## src/rtl/lfu_pkg.sv

```systemverilog
package lfu_pkg;

  localparam int PAGE_W         = 8;
  localparam int COUNT_W        = 16;
  localparam int FAULT_W        = 32;
  localparam int NFR_W          = 4;
  localparam int APB_ADDR_W     = 3;
  localparam int APB_DATA_W     = 32;

  localparam int MAX_FRAMES_DEF = 8;
  localparam int NUM_PAGES_DEF  = 256;

  localparam logic [NFR_W-1:0] NUM_FRAMES_RESET = NFR_W'(8);

  // register indexes
  localparam logic REG_NUM_FRAMES = 1'b0;

  typedef enum logic [2:0] {
    S_CLEAR,
    S_IDLE,
    S_SCAN,
    S_BUMPRD,
    S_UPDATE
  } lfu_state_t;

  typedef struct packed {
    logic clear_en;
    logic start;
    logic scan_en;
    logic bump_rd;
    logic commit;
  } lfu_cmd_t;

  typedef struct packed {
    logic clr_last;
    logic filled_zero;
    logic scan_last;
  } lfu_status_t;

endpackage

```

## src/rtl/lfu_ctrl.sv

```systemverilog
module lfu_ctrl (
  input  logic                clk,
  input  logic                rst,
  input  logic                in_valid,
  output logic                in_ready,
  output logic                out_valid,
  input  logic                out_ready,
  input  lfu_pkg::lfu_status_t status,
  output lfu_pkg::lfu_cmd_t    cmd
);

  lfu_pkg::lfu_state_t state, state_next;
  logic                out_free;

  assign out_free = !out_valid || out_ready;

  always_ff @(posedge clk) begin
    if (rst) begin
      state     <= lfu_pkg::S_CLEAR;
      out_valid <= 1'b0;
    end else begin
      state <= state_next;
      if (cmd.commit) begin
        out_valid <= 1'b1;
      end else if (out_ready) begin
        out_valid <= 1'b0;
      end
    end
  end

  always_comb begin
    state_next = state;
    case (state)
      lfu_pkg::S_CLEAR: begin
        if (status.clr_last) state_next = lfu_pkg::S_IDLE;
      end
      lfu_pkg::S_IDLE: begin
        if (in_valid) begin
          state_next = status.filled_zero ? lfu_pkg::S_BUMPRD : lfu_pkg::S_SCAN;
        end
      end
      lfu_pkg::S_SCAN: begin
        if (status.scan_last) state_next = lfu_pkg::S_BUMPRD;
      end
      lfu_pkg::S_BUMPRD: state_next = lfu_pkg::S_UPDATE;
      lfu_pkg::S_UPDATE: begin
        if (out_free) state_next = lfu_pkg::S_IDLE;
      end
      default: state_next = lfu_pkg::S_IDLE;
    endcase
  end

  always_comb begin
    cmd      = '0;
    in_ready = 1'b0;
    case (state)
      lfu_pkg::S_CLEAR:  cmd.clear_en = 1'b1;
      lfu_pkg::S_IDLE: begin
        in_ready  = 1'b1;
        cmd.start = in_valid;
      end
      lfu_pkg::S_SCAN:   cmd.scan_en = 1'b1;
      lfu_pkg::S_BUMPRD: cmd.bump_rd = 1'b1;
      lfu_pkg::S_UPDATE: cmd.commit  = out_free;
      default: cmd = '0;
    endcase
  end

endmodule

```

## config.mk

```make
export PLATFORM = sky130hd
export DESIGN_NAME = lfu_ctrl
export DESIGN_NICKNAME = d
export VERILOG_FILES = /design/src/rtl/lfu_pkg.sv /design/src/rtl/lfu_ctrl.sv
export SDC_FILE = /design/constraint.sdc
export NUM_CORES = 1
export LEC_CHECK = 0
export ABC_AREA = 1
export BUFFER_PORTS_ARGS = -buffer_cell sky130_fd_sc_hd__buf_2
export CAP_MARGIN = 20
export CORE_AREA = 2 2 39 41
export CTS_CLUSTER_SIZE = 40
export DETAILED_ROUTE_END_ITERATION = 12
export DIE_AREA = 0 0 41 43
export SKIP_LAST_GASP = 1
export SLEW_MARGIN = 30
export SYNTH_ARGS = -nofsm -noshare
export SYNTH_HDL_FRONTEND = slang
export SYNTH_SLANG_ARGS = --single-unit
```

## constraint.sdc

```tcl
create_clock -name clk -period 2.8 [get_ports clk]
set_input_delay 0.42 -clock clk [delete_from_list [all_inputs] [get_ports clk]]
set_output_delay 0.42 -clock clk [all_outputs]
set_load 0.005 [all_outputs]
```

* Word-level counts from Yosys, hierarchy flattened
Index checks and enable logic that the tools add are counted.
Cells by class: equal/unequal tests 8, muxes and demuxes 14, reductions and logical operators 5
Operators by type and width (number):
- $pmux W3 S5 | 1
- $mux W3 | 4
- $mux W1 | 9
- $ne A2 B2 Y1 const B | 4
- $eq A3 B2 Y1 const B | 2
- $reduce_and A4 Y1 | 1
- $eq A3 B1 Y1 const B | 1
- $eq A3 B3 Y1 const B | 1
- $logic_not A3 Y1 | 1
- $reduce_bool A2 Y1 | 1
- $logic_not A1 Y1 | 1
- $logic_or A1 B1 Y1 | 1
Storage, ports and cells: flip-flop bits (word level) 4, input bits 7, output and inout port bits 7

* Depth between registers and ports, before layout
Gate-level depths: netlist (run 1).
depth after elaboration 4, depth in mapped cells 8, gate-level depth less buffers 8

* Worst setup path before layout (run 1)
OpenSTA, ideal clock, no wires.
path kind register to output, start point register state[0], end point output cmd[3] (netlist bit), arrival time 770 ps, required time 2380 ps, setup slack 1610 ps, stages on the path, launching flop included 5, path buffers 0, path through dfxtp_1 inv_1 nor2_2 nand2_1 nor2_1
RTL lines:
- start: declaration | line lfu_ctrl.sv:12 | lfu_pkg::lfu_state_t state, state_next;
- start signal: assignment | line lfu_ctrl.sv:19 | state <= lfu_pkg::S_CLEAR;
- start signal: assignment | line lfu_ctrl.sv:22 | state <= state_next;
- end: declaration | line lfu_ctrl.sv:9 | output lfu_pkg::lfu_cmd_t cmd

==> impl_metrics.tcl, run 1 <==
set metrics [dict create \
    status "completed" \
    holdWs_ps 375.3 \
    crit_start "state[0]" \
    clk_latency_ps 230 \
    postSynthAreaPerCell_um2 6.256 \
    dp.final_hpwl_um 466.4 \
    power_density_nw_per_um2 903.3 \
    grt_pass1_wl_um 848 \
    hp-start "rst" \
    peakVddDrop_mv 0.2724 \
    gr-total-overflow 0 \
    root_buffer "clkbuf_4" \
    syn_inst 45 \
    setup-violations-final 0 \
    antenna_left 0 \
    final.min_clock_period_ps 1565 \
    die_h_um 43 \
    cts_tree "yes" \
    cts.path.max_buffers 2 \
    setup_tns_ps 0 \
    start_util_pct 20.34 \
    cts_resized 0 \
    hold_class "input port to flop" \
    core_area_um2 1384 \
    cp_cell_sequence "inv_1 -> nor2_2 -> inv_1 -> nor2_2 -> buf_2" \
    fin_skew_ps 2.181 \
    maxSlewViolCount 0 \
    ios 14 \
    rsz0062_at_grt "false" \
    cts_hold_buf 0 \
    synthesis.area_um2 281.5 \
    die-area_um2 1763 \
    drt-pass1-iter-count 4 \
    regArea_um2 80.08 \
    syn_nets 52 \
    vias_per_cell 3.844 \
    cts.sinks 4 \
    hold_violations 0 \
    period_share_pct 55.89 \
    critical_path_class "flop to output port" \
    critical_path_required_ps 2380 \
    cp-end-kind "output port" \
    yosys_warnings 0 \
    rows 14 \
    synthDistinctLibCells 13 \
    leakagePower_nw 0.2181 \
    drc 0 \
    die_w_um 41 \
    cts_max_level 1 \
    arrival_ps 1140 \
    fillers 167 \
    cp-start-kind "flop" \
    tightest_slew_ps 255.0 \
    cts_buffers 3 \
    antenna_found_initial 0 \
    num_vias 296 \
    place_congestion 0.7217 \
    synth_seq_cells 4 \
    grt_pass1_vias 237 \
    max-cap-violations 0 \
    drt_iter0_markers 6 \
    wire_per_inst_um 7.234 \
    diodes 0 \
    grt_usage_pct 7.754 \
    clkTransAtPathRegs_ps 40 \
    r2r-start "state[1]" \
    io_buffers 13 \
    grt_max_degree 8 \
    critPathMaxFanout 6 \
    multiInputGateArea_um2 160.2 \
    drive_above_1_share_pct 39.34 \
    seq_area_frac_synth_pct 28.44 \
    nets 70 \
    drt_wl_total_um 557 \
    relSlewSlack_pct 82.86 \
    area_growth_pct 38.22 \
    postCtsSetupBuffers 0 \
    cpPeakStageDelay_ps 410 \
    slowest_stage "dfxtp_1" \
    max_freq_ghz 0.6390 \
]
## area by class of cell
| type | instances | area share, % |
|---|---|---|
| Sequential cell | 4 | 20.58 |
| Clock buffer | 3 | 5.788 |
| Timing Repair Buffer | 13 | 16.72 |
| Inverter | 11 | 10.61 |
| Multi-Input combinational cell | 30 | 41.16 |
| Tap cell | 16 | 5.145 |
## worst paths after layout
kind / endpoint / slack [ps] / depth (start not counted)
worst min register to register: state[1] / 580 / 2
worst max register to register: state[0] / 1670 / 7
worst max-delay path: cmd[1] / 1240 / 5
worst min-delay path: state[2] / 380 / 2
## state kept, by name, indices dropped and copies added, names as in the netlist
signal / flops
state: 3
out_valid: 1
## cell families after synthesis
family                 count (synthesis)  synth area share [%]
AND/OR/NAND/NOR                       28                 53.33
buffers and inverters                 11                 14.67
flip-flops                             4                 28.45
AO/OA/AOI/OAI                          2                 3.556
## cells in the mapped netlist
cell type / number / share of area [%]
a21oi_1: 2 / 3.6
nor2_1: 9 / 12
nor4_2: 1 / 4.4
nand2_2: 2 / 4.4
dfxtp_1: 4 / 28
nor2_4: 1 / 4.0
nand3_2: 1 / 3.6
nor3_1: 1 / 1.8
inv_1: 11 / 15
nand2_1: 7 / 9.3
nor2_2: 3 / 6.7
nand3b_1: 2 / 5.3
nand3_1: 1 / 1.8
## per-layer routing
layer,global-route usage [%],wire [um]
met1,9.416,248
met2,8.438,272
met3,4.712,35
met4,8.000,0
met5,0,0
## layout by cell type (no fill, tap or decap)
cell      count
nand3_2       1
nor2_1        9
nand2_2       2
nand3_1       1
nand2_1       7
dfxtp_1       4
inv_1        11
clkbuf_4      3
nand3b_1      2
nor4_2        1
nor2_2        3
buf_2        13
nor2_4        1
nor3_1        1
a21oi_1       2
## metrics by stage
stage          cells  utilization (%)  power (mW)  instance area (um^2)  setup slack (ps)
6_report          77            28.12      0.3515                 389.1              1235
5_1_grt           77            28.12      0.3912                 389.1              1120
4_1_cts           77            28.12      0.3587                 389.1              1216
3_5_place_dp      74            26.49      0.2845                 366.6              1451
3_3_place_gp      74            26.49      0.2847                 366.6              1445
2_1_floorplan     45                -      0.2298                 281.5              1610
## worst max-delay path: cells and delay by family (launching register included)
| kind | cells | cell delay, ps |
|---|---|---|
| AND/OR/NAND/NOR | 2 | 220 |
| flip-flops | 1 | 410 |
| buffers and inverters | 3 | 270 |
## power by group
group	internal [mW]	total [mW]	switching [mW]
clock	0.0479	0.0708	0.0229
combinational	0.0764	0.182	0.105
sequential	0.0734	0.0988	0.0254
No activity file was read; power rests on OpenSTA's default activity.
==> run 2: changes to the inputs <==
clock period = 1.35 ns   (was 2.8 ns; I/O delays follow)
==> run 2 against run 1 <==
  * Sequential share of layout area increased by 0.52 points
  * Non-clock buffer count unchanged
  * Combinational power increased by 120%
  * Global-route usage increased by 0.98 points
  * Worst hold slack got worse by 230 ps
  * Critical path depth decreased by 2
  * Routed wire length increased by 11%
  * Cell area increased by 5.1%
  * Power increased by 120%
  * Via count increased by 5.4%
  * Register-to-register slack got worse by 1600 ps
  * Largest power group unchanged
==> impl_metrics.tcl, run 2 (synthesis gave the netlist of run 1 again) <==
set metrics [dict create \
    reg_top3 "state x3, out_valid x1" \
    cts.sinks 4 \
    cts_tree "yes" \
    die_w_um 41 \
    holdWs_ps 147.6 \
    final_core_util_pct 29.57 \
    hold_class "input port to flop" \
    layout_common_cells "buf_2, inv_1, nor2_1, nand2_1, clkbuf_4" \
    maxSlewViolCount 0 \
    final.min_clock_period_ps 1314 \
    drc 0 \
    max-cap-violations 0 \
    drt_wl_total_um 620 \
    critical_path_class "flop to output port" \
    hold_violations 0 \
    peakVddDrop_mv 0.4876 \
    max_freq_ghz 0.7612 \
    power.total_mw 0.7648 \
    start_util_pct 20.34 \
    num_vias 312 \
    cp-end-kind "output port" \
    ios 14 \
    cts_resized 2 \
    nets 70 \
    place_area_um2 366.6 \
    antenna_found_initial 0 \
    arrival_ps 1110 \
    cts_max_level 1 \
    die_h_um 43 \
    grt_pass1_wl_um 993 \
    cts_buffers 3 \
    critical_path_required_ps 1150 \
    area_growth_pct 45.33 \
    status "completed" \
    rsz0062_at_grt "true" \
    wire_per_inst_um 8.052 \
    leakagePower_nw 0.2207 \
    antenna_left 0 \
    mostFrequentLayoutCell "buf_2" \
    clk_latency_ps 230 \
    cp-start-kind "flop" \
    diodes 0 \
    critPathMaxFanout 5 \
    core_area_um2 1384 \
    regMostFlops "state" \
    cts_hold_buf 0 \
    clkTransAtPathRegs_ps 40 \
    fin_skew_ps 2.708 \
    period_share_pct 97.31 \
    rows 14 \
    drt_iter0_markers 3 \
    drt-pass1-iter-count 2 \
    gr-total-overflow 0 \
    cts.path.max_buffers 2 \
    grt_pass1_vias 287 \
    dp.final_hpwl_um 487.6 \
    setup_tns_ps 0 \
    power_density_nw_per_um2 1869 \
    largest_reg_flops 3 \
    vias_per_cell 4.052 \
    postCtsSetupBuffers 0 \
    relSlewSlack_pct 76.80 \
    io_buffers 13 \
    die-area_um2 1763 \
    place_congestion 0.6961 \
    grt_usage_pct 8.735 \
    tightest_slew_ps 346.8 \
    grt_max_degree 8 \
    post-route-cell-area_um2 409.1 \
    drive_above_1_share_pct 44.26 \
    setup-violations-final 0 \
    root_buffer "clkbuf_4" \
]
[run 2: cell types whose count changed in the layout (fill, tap and decap cells not counted)]
cell	before	now
dfxtp_1	4	1
dfxtp_2	0	2
dfxtp_4	0	1
nor2_2	3	2
nor2_4	1	2
nor4_2	1	0
nor4_4	0	1
[run 2: cell type report]
cell class                 instances  area, um^2
fill                             163       974.7
multi-input combinational         30       173.9
tap                               16       20.02
sequential                         4       86.33
timing repair buffer              13       65.06
inverter                          11       41.29
clock buffer                       3       22.52
[run 2: power breakdown]
group | total (mW) | internal (mW) | switching, mW
combinational | 0.392 | 0.166 | 0.226
clock | 0.147 | 0.0994 | 0.0474
sequential | 0.226 | 0.164 | 0.0620
[run 2: path summary, 6_finish.rpt]
kind,from,to,slack (ps),cells after the start
worst max-delay path,state[2],cmd[0],40,3
worst min-delay path,rst,state[2],150,2
worst max register to register,out_valid,state[0],110,7
worst min register to register,state[1],state[1],540,2
[run 2: through the flow]
step / setup slack [ps] / std cells
finish: 36.26 / 77
global route: -32.72 / 77
CTS: -1.980 / 77
detailed placement: 221.9 / 74
global placement: 236.5 / 74
floorplan: 312.3 / 45
[run 2: routing by layer]
layer  wire length [um]  GRT usage, %
met3                 31         4.712
met2                347         12.81
met1                242         9.003
met4                  0         6.000
met5                  0             0
[run 2: worst max-delay path: stages (launching register included)]
cell,delay (ps)
dfxtp_2,370
inv_1,100
nor4_4,250
buf_2,160
==> run 3: changes to the inputs <==
CELL_PAD_IN_SITES_DETAIL_PLACEMENT = 2   (was unset)
CELL_PAD_IN_SITES_GLOBAL_PLACEMENT = 2   (was unset)
CORE_AREA = unset   (was 2 2 39 41)
CORE_MARGIN = 2   (was unset)
CORE_UTILIZATION = 17   (was unset)
DIE_AREA = unset   (was 0 0 41 43)
PLACE_DENSITY_LB_ADDON = 0.1   (was unset)
==> run 3 against run 2 <==
  * Count of clock-buffer cells in the layout did not move
  * Non-clock buffer count rose by 1
  * Critical path depth rose by 2
  * Combinational power barely moved
  * Final cell count rose by 1.3%
  * Clock power fell by 4%
  * Sequential power barely moved
  * Critical endpoint is now cmd[1]
  * Clock skew fell by 2.1 ps
  * Register-to-register slack improved by 170 ps
  * Worst hold slack improved by 5.0 ps
  * Via count rose by 3.2%
==> impl_metrics.tcl, run 3 (synthesis gave the netlist of run 1 again) <==
set metrics [dict create \
    io_buffers 13 \
    worstReg2RegEnd "state[0]" \
    drt_wl_total_um 782 \
    cpPeakStageDelay_ps 380 \
    antenna_left 0 \
    seq_power_share_pct 30.1 \
    power.total_mw 0.7611 \
    r2r_cells 7 \
    status "completed" \
    num_vias 322 \
    fin_cells 78 \
    cts_max_level 1 \
    r2r-start "state[1]" \
    power_frac_comb_pct 51.4 \
    power_density_nw_per_um2 1889 \
    p_clk_share_pct 18.5 \
    period_share_pct 97.03 \
    grt_usage_pct 8.970 \
    cts.path.max_buffers 2 \
    layout_setup_ws_ps 40.05 \
    drt_iter0_markers 5 \
    vias_per_cell 4.128 \
    power.internal_mw 0.4234 \
    area_growth_pct 43.11 \
    leakagePower_nw 0.2248 \
    rsz0062_at_grt "true" \
    critical_path_required_ps 1150 \
    diodes 0 \
    critPathMaxFanout 6 \
    largest_reg_flops 3 \
    wire_per_inst_um 10.03 \
    whs_path_depth 2 \
    clk_latency_ps 230 \
    tightest_slew_ps 234.7 \
    whs_endpoint "state[2]" \
    layout_common_cells "buf_2, inv_1, nor2_1, nand2_1" \
    dp_cells 75 \
    place_congestion 0.6554 \
    final_core_util_pct 26.44 \
    relSlewSlack_pct 84.22 \
    gr-total-overflow 0 \
    drc 0 \
    dp_slack_ps 138.2 \
    reg_top3 "state x3, out_valid x1" \
    cts_tree "yes" \
    cp-start-kind "flop" \
    start_util_pct 18.47 \
    hp-start "rst" \
    maxSlewViolCount 0 \
    slowest_stage "dfxtp_4" \
    swShare_pct 44.37 \
    r2r_slack_ps 280 \
    grt_pass1_wl_um 1290 \
    cts_hold_buf 0 \
    grt_pass1_vias 315 \
    arrival_ps 1110 \
    max-cap-violations 0 \
    ios 14 \
    setup-violations-final 0 \
    mostFrequentLayoutCell "buf_2" \
    grt_max_degree 8 \
    root_buffer "clkbuf_4" \
    setup_tns_ps 0 \
    cts.sinks 4 \
    hold_violations 0 \
    hold_class "input port to flop" \
    antenna_found_initial 0 \
    switchingPower_mw 0.3377 \
    die_w_um 44.70 \
    rows 14 \
    cp_cell_sequence "inv_1 -> nor2_2 -> inv_1 -> nor2_2 -> buf_2" \
    core_area_um2 1524 \
    fin_skew_ps 0.6032 \
    max_freq_ghz 0.7634 \
    drt-pass1-iter-count 4 \
    dp.final_hpwl_um 668.7 \
    final.min_clock_period_ps 1310 \
    drive_above_1_share_pct 45.16 \
    crit_family "flip-flops" \
    die_h_um 44.70 \
    peakVddDrop_mv 0.7306 \
    critical_path_class "flop to output port" \
    crit_buf_inv 3 \
    die-area_um2 1998 \
    nets 71 \
    cp-end-kind "output port" \
    clkTransAtPathRegs_ps 40 \
    regMostFlops "state" \
    cts_buffers 3 \
]
==> run 3: repair_timing <==
action                                  CTS  global route
endpoints found under the setup margin    4             4
gates cloned                              0             0
gates resized for setup                   4             0
buffers inserted                          0             0
==> run 3: worst max path at each step <==
stage,startpoint,to,slack (ps),cells after the start
finish,state[0],cmd[1],40,5
global route,state[0],cmd[3],-40,5
CTS,state[0],cmd[1],8,5
detailed placement,state[1],state[0],140,7
global placement,state[0],cmd[1],140,5
floorplan,out_valid,state[0],310,7
==> run 3: metrics by stage <==
step / hold WS [ps] / instance area, um^2
final: 152.6 / 402.9
after global routing: 157.0 / 402.9
after CTS: 151.0 / 402.9
after detailed placement: 401.2 / 374.1
after global placement: 399.2 / 374.1
after floorplan: 271.6 / 281.5
==> run 3: per-layer routing <==
| layer | routed length, um | global-route usage [%] | up-vias |
|---|---|---|---|
| li1 | - | - | 169 |
| met1 | 390 | 11.25 | 144 |
| met2 | 345 | 13.62 | 9 |
| met3 | 47 | 3.600 | 0 |
| met4 | 0 | 3.636 | 0 |
| met5 | 0 | 0 | - |
==> run 3: power by group through the flow <==
stage                     logic [mW]  registers, mW  clock network, mW
after global routing           0.457          0.234              0.156
after CTS                      0.409          0.231              0.149
after global placement         0.401          0.220                  0
final                          0.391          0.229              0.141
after floorplan                0.280          0.196                  0
after detailed placement       0.405          0.220                  0
==> run 3: final cells by class <==
| class | count | area, um^2 |
|---|---|---|
| tap | 16 | 20.02 |
| sequential | 4 | 86.33 |
| clock buffer | 3 | 22.52 |
| fill | 201 | 1121 |
| inverter | 11 | 41.29 |
| multi-input combinational | 30 | 160.2 |
| timing repair buffer | 14 | 72.57 |
